`src/design/mpse_pkg.sv`:
```
// Shared types, tag codes and the scalar-to-frame encoder.
// No dependencies; imported by msgpack_scalar_encoder.
`timescale 1ns / 1ps

package mpse_pkg;

  localparam int FrameBytes = 9;
  localparam int FrameW     = 8 * FrameBytes;
  localparam int CountW     = $clog2(FrameBytes + 1);

  localparam logic [2:0] KIND_SINT  = 3'd0;
  localparam logic [2:0] KIND_UINT  = 3'd1;
  localparam logic [2:0] KIND_BOOL  = 3'd2;
  localparam logic [2:0] KIND_FLOAT = 3'd3;
  localparam logic [2:0] KIND_STR   = 3'd4;

  localparam logic [7:0] TAG_INT8    = 8'hd0;
  localparam logic [7:0] TAG_INT16   = 8'hd1;
  localparam logic [7:0] TAG_INT32   = 8'hd2;
  localparam logic [7:0] TAG_INT64   = 8'hd3;
  localparam logic [7:0] TAG_UINT8   = 8'hcc;
  localparam logic [7:0] TAG_UINT16  = 8'hcd;
  localparam logic [7:0] TAG_UINT32  = 8'hce;
  localparam logic [7:0] TAG_UINT64  = 8'hcf;
  localparam logic [7:0] TAG_TRUE    = 8'hc3;
  localparam logic [7:0] TAG_FALSE   = 8'hc2;
  localparam logic [7:0] TAG_FLOAT32 = 8'hca;
  localparam logic [7:0] TAG_FIXSTR  = 8'ha0;
  localparam logic [7:0] TAG_STR8    = 8'hd9;
  localparam logic [7:0] TAG_STR16   = 8'hda;
  localparam logic [7:0] TAG_STR32   = 8'hdb;

  typedef struct packed {
    logic [FrameW-1:0] data;
    logic [CountW-1:0] count;
  } frame_t;

  function automatic frame_t encode(input logic [2:0] kind, input logic [63:0] v,
                                    input logic [31:0] len);
    frame_t f;
    f.data  = '0;
    f.count = '0;
    case (kind)
      KIND_SINT: begin
        if ((~|v[63:7]) || (&v[63:5])) begin
          f.data  = {v[7:0], 64'h0};
          f.count = CountW'(1);
        end else if ((~|v[63:7]) || (&v[63:7])) begin
          f.data  = {TAG_INT8, v[7:0], 56'h0};
          f.count = CountW'(2);
        end else if ((~|v[63:15]) || (&v[63:15])) begin
          f.data  = {TAG_INT16, v[15:0], 48'h0};
          f.count = CountW'(3);
        end else if ((~|v[63:31]) || (&v[63:31])) begin
          f.data  = {TAG_INT32, v[31:0], 32'h0};
          f.count = CountW'(5);
        end else begin
          f.data  = {TAG_INT64, v};
          f.count = CountW'(9);
        end
      end
      KIND_UINT: begin
        if (~|v[63:7]) begin
          f.data  = {v[7:0], 64'h0};
          f.count = CountW'(1);
        end else if (~|v[63:8]) begin
          f.data  = {TAG_UINT8, v[7:0], 56'h0};
          f.count = CountW'(2);
        end else if (~|v[63:16]) begin
          f.data  = {TAG_UINT16, v[15:0], 48'h0};
          f.count = CountW'(3);
        end else if (~|v[63:32]) begin
          f.data  = {TAG_UINT32, v[31:0], 32'h0};
          f.count = CountW'(5);
        end else begin
          f.data  = {TAG_UINT64, v};
          f.count = CountW'(9);
        end
      end
      KIND_BOOL: begin
        f.data  = {(v[0] ? TAG_TRUE : TAG_FALSE), 64'h0};
        f.count = CountW'(1);
      end
      KIND_FLOAT: begin
        f.data  = {TAG_FLOAT32, v[31:0], 32'h0};
        f.count = CountW'(5);
      end
      KIND_STR: begin
        if (~|len[31:5]) begin
          f.data  = {(TAG_FIXSTR | {3'b000, len[4:0]}), 64'h0};
          f.count = CountW'(1);
        end else if (~|len[31:8]) begin
          f.data  = {TAG_STR8, len[7:0], 56'h0};
          f.count = CountW'(2);
        end else if (~|len[31:16]) begin
          f.data  = {TAG_STR16, len[15:0], 48'h0};
          f.count = CountW'(3);
        end else begin
          f.data  = {TAG_STR32, len, 32'h0};
          f.count = CountW'(5);
        end
      end
      default: begin
        f.data  = '0;
        f.count = '0;
      end
    endcase
    return f;
  endfunction

endpackage

```
`src/design/msgpack_scalar_encoder.sv`:
```
// Channel  Dir  Handshake               Payload
// in       in   in_valid_i / in_stall_o  kind_i, value_i, length_i
// out      out  out_valid_o / out_stall_i out_byte_o, last_o
// An accepted scalar is encoded in one pass into a frame register of up to nine
// bytes, then shifted out one byte per cycle while out_stall_i is low; an item
// is 1, 2, 3, 5 or 9 bytes. The next scalar is taken in the cycle its
// predecessor's last byte leaves. Unknown kinds are taken and yield no bytes.
// Reset empties the frame register. Depends on mpse_pkg.
`timescale 1ns / 1ps

module msgpack_scalar_encoder
  import mpse_pkg::*;
(
  input  logic        clk_i,
  input  logic        rst_ni,
  input  logic        in_valid_i,
  output logic        in_stall_o,
  input  logic [2:0]  kind_i,
  input  logic [63:0] value_i,
  input  logic [31:0] length_i,
  output logic        out_valid_o,
  input  logic        out_stall_i,
  output logic [7:0]  out_byte_o,
  output logic        last_o
);

  logic [FrameW-1:0] data_q, data_d;
  logic [CountW-1:0] count_q, count_d;
  frame_t            enc;
  logic              pop, in_accept;

  assign enc        = encode(kind_i, value_i, length_i);
  assign out_valid_o = (count_q != '0);
  assign out_byte_o = data_q[FrameW-1 -: 8];
  assign last_o     = (count_q == CountW'(1));
  assign pop        = out_valid_o && !out_stall_i;
  assign in_stall_o = (count_q > CountW'(1)) || (last_o && out_stall_i);
  assign in_accept  = in_valid_i && !in_stall_o;

  always_comb begin
    data_d  = data_q;
    count_d = count_q;
    if (in_accept) begin
      data_d  = enc.data;
      count_d = enc.count;
    end else if (pop) begin
      data_d  = {data_q[FrameW-9:0], 8'h00};
      count_d = count_q - CountW'(1);
    end
  end

  always_ff @(posedge clk_i or negedge rst_ni) begin
    if (!rst_ni) begin
      count_q <= '0;
    end else begin
      count_q <= count_d;
    end
  end

  always_ff @(posedge clk_i) begin
    data_q <= data_d;
  end

endmodule
```
`config.mk`:
```
export PLATFORM = sky130hd
export DESIGN_NAME = msgpack_scalar_encoder
export DESIGN_NICKNAME = d
export VERILOG_FILES = /design/src/design/mpse_pkg.sv /design/src/design/msgpack_scalar_encoder.sv
export SDC_FILE = /design/constraint.sdc
export NUM_CORES = 1
export LEC_CHECK = 0
export ABC_AREA = 1
export BUFFER_PORTS_ARGS = -buffer_cell sky130_fd_sc_hd__buf_4
export CORE_MARGIN = 4
export CORE_UTILIZATION = 32
export DETAILED_ROUTE_END_ITERATION = 16
export PLACE_DENSITY = 0.58
export SYNTH_ARGS = -nofsm -noshare
export SYNTH_HDL_FRONTEND = slang
export SYNTH_SLANG_ARGS = --single-unit
```
`constraint.sdc`:
```
create_clock -name clk_i -period 4.15 [get_ports clk_i]
set_input_delay 0 -clock clk_i [delete_from_list [all_inputs] [get_ports clk_i]]
set_output_delay 0 -clock clk_i [all_outputs]
set_load 0.05 [all_outputs]
```
==> results.txt, run 1 <==
final hold violation count - 0
worst skew pair latency - 0.34 ns
post-CTS setup buffer count - 0
Net count, final - 1,317
detailed router's first-iteration violation count - 971
slowest stage delay, CP - 0.70 ns
required time worst endpoint - 4.43 ns
htree depth - 3
drt drc - 0
area taken by flip-flops and latches - 0.002262 mm^2
HP Class - primary input to flop
Net Count, Synth - 1,235
global route overflow - 0
EDFF count, synth - 72
Die Area - 0.02415 mm^2
slowest CP cell - nor2_1
WS Path Type - primary input to flop
crit path from - value_i[10]
Yosys reg bits - 76
TNS Setup - 0 ns
CP cell instances - buf_4 > clkinv_1 > nand3_1 > nor2_1 > nand2_1 > nor2_1 > nand2_1 > buf_4 > nand2_1 > nor2_1 > nand2_1 > o21ai_0 > nand2_1 > nand2_1
Final Setup Violations - 0
num rows - 53
Tmin final - 2.830 ns
dpl hpwl - 24,180 um
Mapped Cells - 1,129
Tot Pwr - 2.595 mW
Max-slew headroom - 32.82%
Ant. Diodes - 0
io pins - 114
Max Fclk - 353.4 MHz
CP endpoint kind - flop
Slew Viols, Final - 0
Max Cap Violations - 0
total track usage - 25.31%
CTS sink cnt - 76
Async SR Flop Fraction - 5.263%
DR WL/cell - 20.94 um
RSZ-0062 raised after global routing - false
Root Driver - clkbuf_16
Cell Pwr Density - 316.3 mW/mm^2
Routed WL - 31,220 um
P_leak - 3.671 nW
Num CTS Buffers - 9
maximum vdd ir drop - 0.1803 mV
post_cts resized - 0
Netlist Area Pre-Place - 0.006953 mm^2
antenna violations before repair - 0
IO buf count - 113
vias in the first global route - 7,664
worst slew pin tran - 1.005 ns
Pre-antenna DRT Iters - 6
post-route ant nets - 0
Avg Vias per Cell - 5.465
Synthesis Warnings - 0
largest net degree at the start of global routing - 51
Max Clock Skew - 0.008253 ns
die height - 155.4 um
outcome - complete, no violations
min-delay src - out_stall_i
Mean Syn Cell Area - 6.158 um^2
peak fanout along the critical path - 11
Netlist cell types - 35
clk buf depth - 2
P&R area growth vs syn - 18.01%
Critical Path AT - 3.11 ns
total core area - 0.02122 mm^2
Reg2Reg Launch Point - count_q[0]
gpl congestion - 1.007
CTS tree - yes
register area share after synthesis - 32.54%
layout cell share with drive strength beyond 1 - 13.49%
Worst-path clk slew - 0.06 ns
CP most frequent cell - nand2_1
Filler cells - 2,354
routed vias - 8,148
die width - 155.4 um
first-pass GRT wire length - 46,610 um
Startpoint Class - primary input
multi-input logic area - 0.004021 mm^2
period utilisation layout - 68.18%
top_reg_cell synth - edfxtp_1
initial core utilization - 32.77%
## sequential cells by signal, indices dropped and copies added (netlist names)
name     cells
data_q      72
count_q      4
## per-layer routing
layer  global-route usage [%]  vias up  share of wire (%)
li1                         -     3871                  -
met1                    36.13     3760                 43
met2                    38.45      451                 43
met3                    4.061       66                9.7
met4                    9.504        0                4.0
met5                        0        -                  0
## layout make-up
class / instances / area share (%)
Multi-Input combinational cell: 904 / 49.01
Sequential cell: 76 / 27.57
Timing Repair Buffer: 125 / 11.50
Inverter: 95 / 4.346
Tap cell: 275 / 4.193
Clock buffer: 9 / 2.745
Clock inverter: 7 / 0.6404
## power breakdown
group	leakage, nW	internal [mW]	switching, mW	total [mW]
clock	0.126	0.407	0.326	0.733
combinational	2.79	0.253	0.522	0.774
sequential	0.759	1.04	0.0467	1.09
total	3.67	1.70	0.895	2.60
## logic make-up after synthesis
kind of cell               share of synthesized area (%)
and+or+nand+nor                                    41.89
buffers and inverters                              9.700
AOI/OAI and AO/OA                                  15.33
adders and majority gates                         0.5399
DFF                                                32.54
## worst paths after layout
| kind | endpoint | slack [ns] | cells past startpoint |
|---|---|---|---|
| setup / recovery | count_q[2] | 1.32 | 14 |
| hold / removal | count_q[2] | 0.02 | 5 |
| setup reg to reg | data_q[31] | 1.34 | 7 |
| hold reg to reg | data_q[52] | 0.52 | 2 |
| max in group asynchronous | count_q[2] | 3.39 | 3 |
| min in group asynchronous | count_q[0] | 0.58 | 3 |
## through the flow
step	setup WS (ns)	hold slack (ns)	utilization [%]	instances	instance area (um^2)
after floorplan	0.5759	-0.2956	-	1129	6953
after CTS	1.307	0.01898	38.67	1491	8205
after global routing	1.047	0.08111	38.67	1491	8205
after global placement	1.020	-0.1951	37.26	1473	7908
final	1.320	0.02376	38.67	1491	8205
after detailed placement	1.076	-0.1953	37.26	1473	7908
## what timing repair did
action,CTS,global route
hold endpoints to repair,4,0
hold buffers,2,0
setup endpoints to repair,0,0
## synthesized netlist by cell type, types with 8 or more instances
library cell	n	area (um^2)
o21ai_0	79	395.4
inv_1	82	307.8
edfxtp_1	72	2162
o21ai_1	22	110.1
nor3_1	8	40.04
nor2_1	196	735.7
inv_2	8	30.03
a31oi_1	14	87.58
buf_2	14	70.07
a21oi_1	31	155.2
buf_4	14	105.1
nand3_1	80	400.4
o211ai_1	23	172.7
nand2_1	391	1468
o22ai_1	11	68.82
clkbuf_1	20	75.07
nand4_1	14	87.58
## worst max-delay path: cells and delay by family
| kind | cells | cell delay, ns |
|---|---|---|
| buf+inv | 3 | 0.63 |
| compound gates | 1 | 0.46 |
| simple gates | 10 | 2.02 |
## cell usage in the layout (no fill, tap or decap), types with 9 or more instances in the layout
| master | count |
|---|---|
| nand4_1 | 14 |
| a21oi_1 | 31 |
| buf_4 | 123 |
| edfxtp_1 | 72 |
| o21ai_1 | 22 |
| o21ai_0 | 79 |
| o22ai_1 | 11 |
| nand2_1 | 391 |
| nor2_1 | 196 |
| clkbuf_16 | 9 |
| inv_1 | 81 |
| a31oi_1 | 14 |
| inv_2 | 9 |
| o211ai_1 | 23 |
| nand3_1 | 80 |
(Power assumes the default switching activity.)
==> inputs of run 2 (changes only) <==
--- a/config.mk
+++ b/config.mk
@@ -10,7 +10,7 @@
 export CORE_MARGIN = 4
 export CORE_UTILIZATION = 32
 export DETAILED_ROUTE_END_ITERATION = 16
-export PLACE_DENSITY = 0.58
+export PLACE_DENSITY = 0.6
 export SYNTH_ARGS = -nofsm -noshare
 export SYNTH_HDL_FRONTEND = slang
 export SYNTH_SLANG_ARGS = --single-unit
==> constraint.sdc (replaced) <==
create_clock -name clk_i -period 2.3 [get_ports clk_i]
set_input_delay 0 -clock clk_i [delete_from_list [all_inputs] [get_ports clk_i]]
set_output_delay 0 -clock clk_i [all_outputs]
set_load 0.05 [all_outputs]
==> run 2 against run 1 <==
Net effect:
- routed wire length increased by 8.1%
- combinational power increased by 95%
- count of clock-buffer cells in the layout unchanged
- critical path depth decreased by 6
- design area increased by 7.2%
- die area unchanged
- first-iteration DRC count increased by 7.8%
- via count increased by 1.9%
- register-to-register slack got worse by 1.2 ns
- sequential share of layout area decreased by 1.9 points
- utilization increased by 2.8 points
- final cell count increased by 3.7%
==> results.txt, run 2 (synthesized netlist as in run 1, its figures left out) <==
WS Path Type - flop to flop
Final Setup Violations - 0 (unchanged)
worst slew pin tran - 0.5398 ns (-0.4655 ns)
Reg2Reg Launch Point - count_q[1]
die height - 155.4 um (unchanged)
max reg flops - 72 (unchanged)
Die Area - 0.02415 mm^2 (unchanged)
Switching Share - 32.13% (-2.3 points)
Top reg by flops - data_q
Ant. Diodes - 0 (unchanged)
routed vias - 8,299 (+1.9%)
Final Non-Filler Cells - 1,546 (+3.7%)
first-pass GRT wire length - 49,740 um (+6.7%)
IO buf count - 113 (unchanged)
CP cell instances - inv_1 > ha_2 > o211ai_1 > nor2_4 > buf_4 > nand2_1 > buf_12 > o21ai_0
htree depth - 3 (unchanged)
CTS sink cnt - 76 (unchanged)
worst skew pair latency - 0.34 ns (about the same)
Startpoint Class - flop
Max-slew headroom - 63.77% (+31 points)
final setup slack of the worst path - 0.1849 ns (-1.136 ns)
min-delay src - out_stall_i
P_leak - 4.003 nW (+9.1%)
outcome - complete, no violations
Setup Slack @ Placement - -0.02767 ns (-1.103 ns)
DR WL/cell - 21.83 um (+4.2%)
placed inst area - 0.008407 mm^2 (+6.3%)
slowest CP cell - dfrtp_1
num rows - 53 (unchanged)
Avg Vias per Cell - 5.368 (-1.8%)
Cell Pwr Density - 578.9 mW/mm^2 (+83%)
gpl congestion - 1.017 (+1.0%)
most common cell after layout, fill and taps aside - nand2_1
clk buf depth - 2 (unchanged)
most frequent cells in the layout - 391 x nand2_1, 195 x nor2_1, 170 x buf_4
fin area - 0.008797 mm^2 (+7.2%)
r2r setup slk - 0.18 ns (-1.16 ns)
Tot Pwr - 5.093 mW (+96%)
Largest regs - data_q x72, count_q x4
largest net degree at the start of global routing - 37 (-27%)
maximum vdd ir drop - 0.4763 mV (+160%)
DP Cell Count - 1,524 (+3.5%)
Power Internal - 3.456 mW (+100%)
detailed router's first-iteration violation count - 1,047 (+7.8%)
io pins - 114 (unchanged)
WHS Path Cells - 5 (unchanged)
total track usage - 27.45% (+2.1 points)
total core area - 0.02122 mm^2 (unchanged)
logic gate share of total power - 29.6% (-0.2 points)
Crit path max-delay family - buffers and inverters
Util after Layout - 41.46% (+2.8 points)
P_sw - 1.636 mW (+83%)
Pre-antenna DRT Iters - 6 (unchanged)
period utilisation layout - 91.96%
Max Fclk - 472.8 MHz
post_cts resized - 0 (unchanged)
Routed WL - 33,750 um (+8.1%)
worst path bufs/invs - 3 (unchanged)
RSZ-0062 raised after global routing - false
R2R depth - 8 (+1)
crit path from - count_q[1]
CP endpoint kind - flop
P&R area growth vs syn - 26.53%
final hold violation count - 0 (unchanged)
dpl hpwl - 26,970 um (+12%)
Net count, final - 1,372 (+4.2%)
Num CTS Buffers - 9 (unchanged)
vias in the first global route - 7,811 (+1.9%)
global route overflow - 0 (unchanged)
post-route ant nets - 0 (unchanged)
Hold Path End - count_q[2]
required time worst endpoint - 2.45 ns (-1.98 ns)
initial core utilization - 32.77% (unchanged)
Max Clock Skew - 0.01117 ns (+0.002913 ns)
Slew Viols, Final - 0 (unchanged)
CTS tree - yes
layout cell share with drive strength beyond 1 - 17.55% (+4.1 points)
Max Cap Violations - 0 (unchanged)
RR Endpoint - data_q[10]
Tmin final - 2.115 ns
Worst-path clk slew - 0.06 ns (about the same)
peak fanout along the critical path - 33 (+22)
antenna violations before repair - 0 (unchanged)
Critical Path AT - 2.26 ns (-0.85 ns)
sequential power share - 38.5% (-3.4 points)
Root Driver - clkbuf_16
die width - 155.4 um (unchanged)
slowest stage delay, CP - 0.38 ns (-0.32 ns)
HP Class - primary input to flop
clock share of power - 31.9% (+3.7 points)
drt drc - 0 (unchanged)
==> run 2: cell count changes in the layout (fill, tap and decap cells not counted), moves of 2 or more <==
| cell | change |
|---|---|
| buf_12 | +8 |
| buf_4 | +47 |
| ha_2 | +2 |
| bufinv_16 | +3 |
| ha_1 | -2 |
==> run 2: repair_timing <==
| item | 4_1_cts | 5_1_grt |
|---|---|---|
| endpoints found under the hold margin | 4 | 0 |
| setup buffers | 0 | 4 |
| setup endpoints to repair | 0 | 1 |
| hold buffers | 2 | 0 |
==> run 2: how the worst max path moves through the flow <==
stage	endpoint	depth (start not counted)
6_report	data_q[10]	8
4_1_cts	count_q[1]	9
3_3_place_gp	data_q[61]	13
2_1_floorplan	data_q[0]	6
3_5_place_dp	data_q[61]	13
5_1_grt	data_q[10]	8
==> run 2: per-stage QoR <==
step / hold WS, ns / TNS, ns
final: 0.05679 / 0
after global routing: 0.09573 / 0
after CTS: 0.05290 / 0
after detailed placement: -0.1953 / -0.02965
after global placement: -0.1955 / -0.1390
after floorplan: -0.2956 / -76.91
==> run 2: tightest hold or removal path, stage by stage <==
cell     delay [ns]
buf_4          0.08
a21oi_1        0.06
nand2_1        0.07
o21ai_0        0.07
nand2_1        0.06
==> run 2: power by group through the flow <==
stage	clock (mW)	combinational (mW)	sequential, mW
2_1_floorplan	0	0.869	1.97
3_3_place_gp	0	1.47	1.98
3_5_place_dp	0	1.47	1.99
4_1_cts	1.64	1.48	1.97
5_1_grt	1.70	1.64	1.99
6_report	1.62	1.51	1.96
==> run 2: per-layer routing <==
metal | GRT usage [%] | vias up | wire [um]
met3 | 4.256 | 60 | 2991
met5 | 0 | - | 0
li1 | - | 3973 | -
met2 | 41.71 | 429 | 14730
met1 | 39.48 | 3837 | 14810
met4 | 9.837 | 0 | 1224
==> run 2: area by class of cell <==
type | count | area, um^2
timing repair buffer | 180 | 1456
sequential | 76 | 2262
fill | 2343 | 12420
clock buffer | 9 | 225.2
clock inverter | 7 | 115.1
multi-input combinational | 904 | 4034
tap | 275 | 344.1
inverter | 95 | 360.3
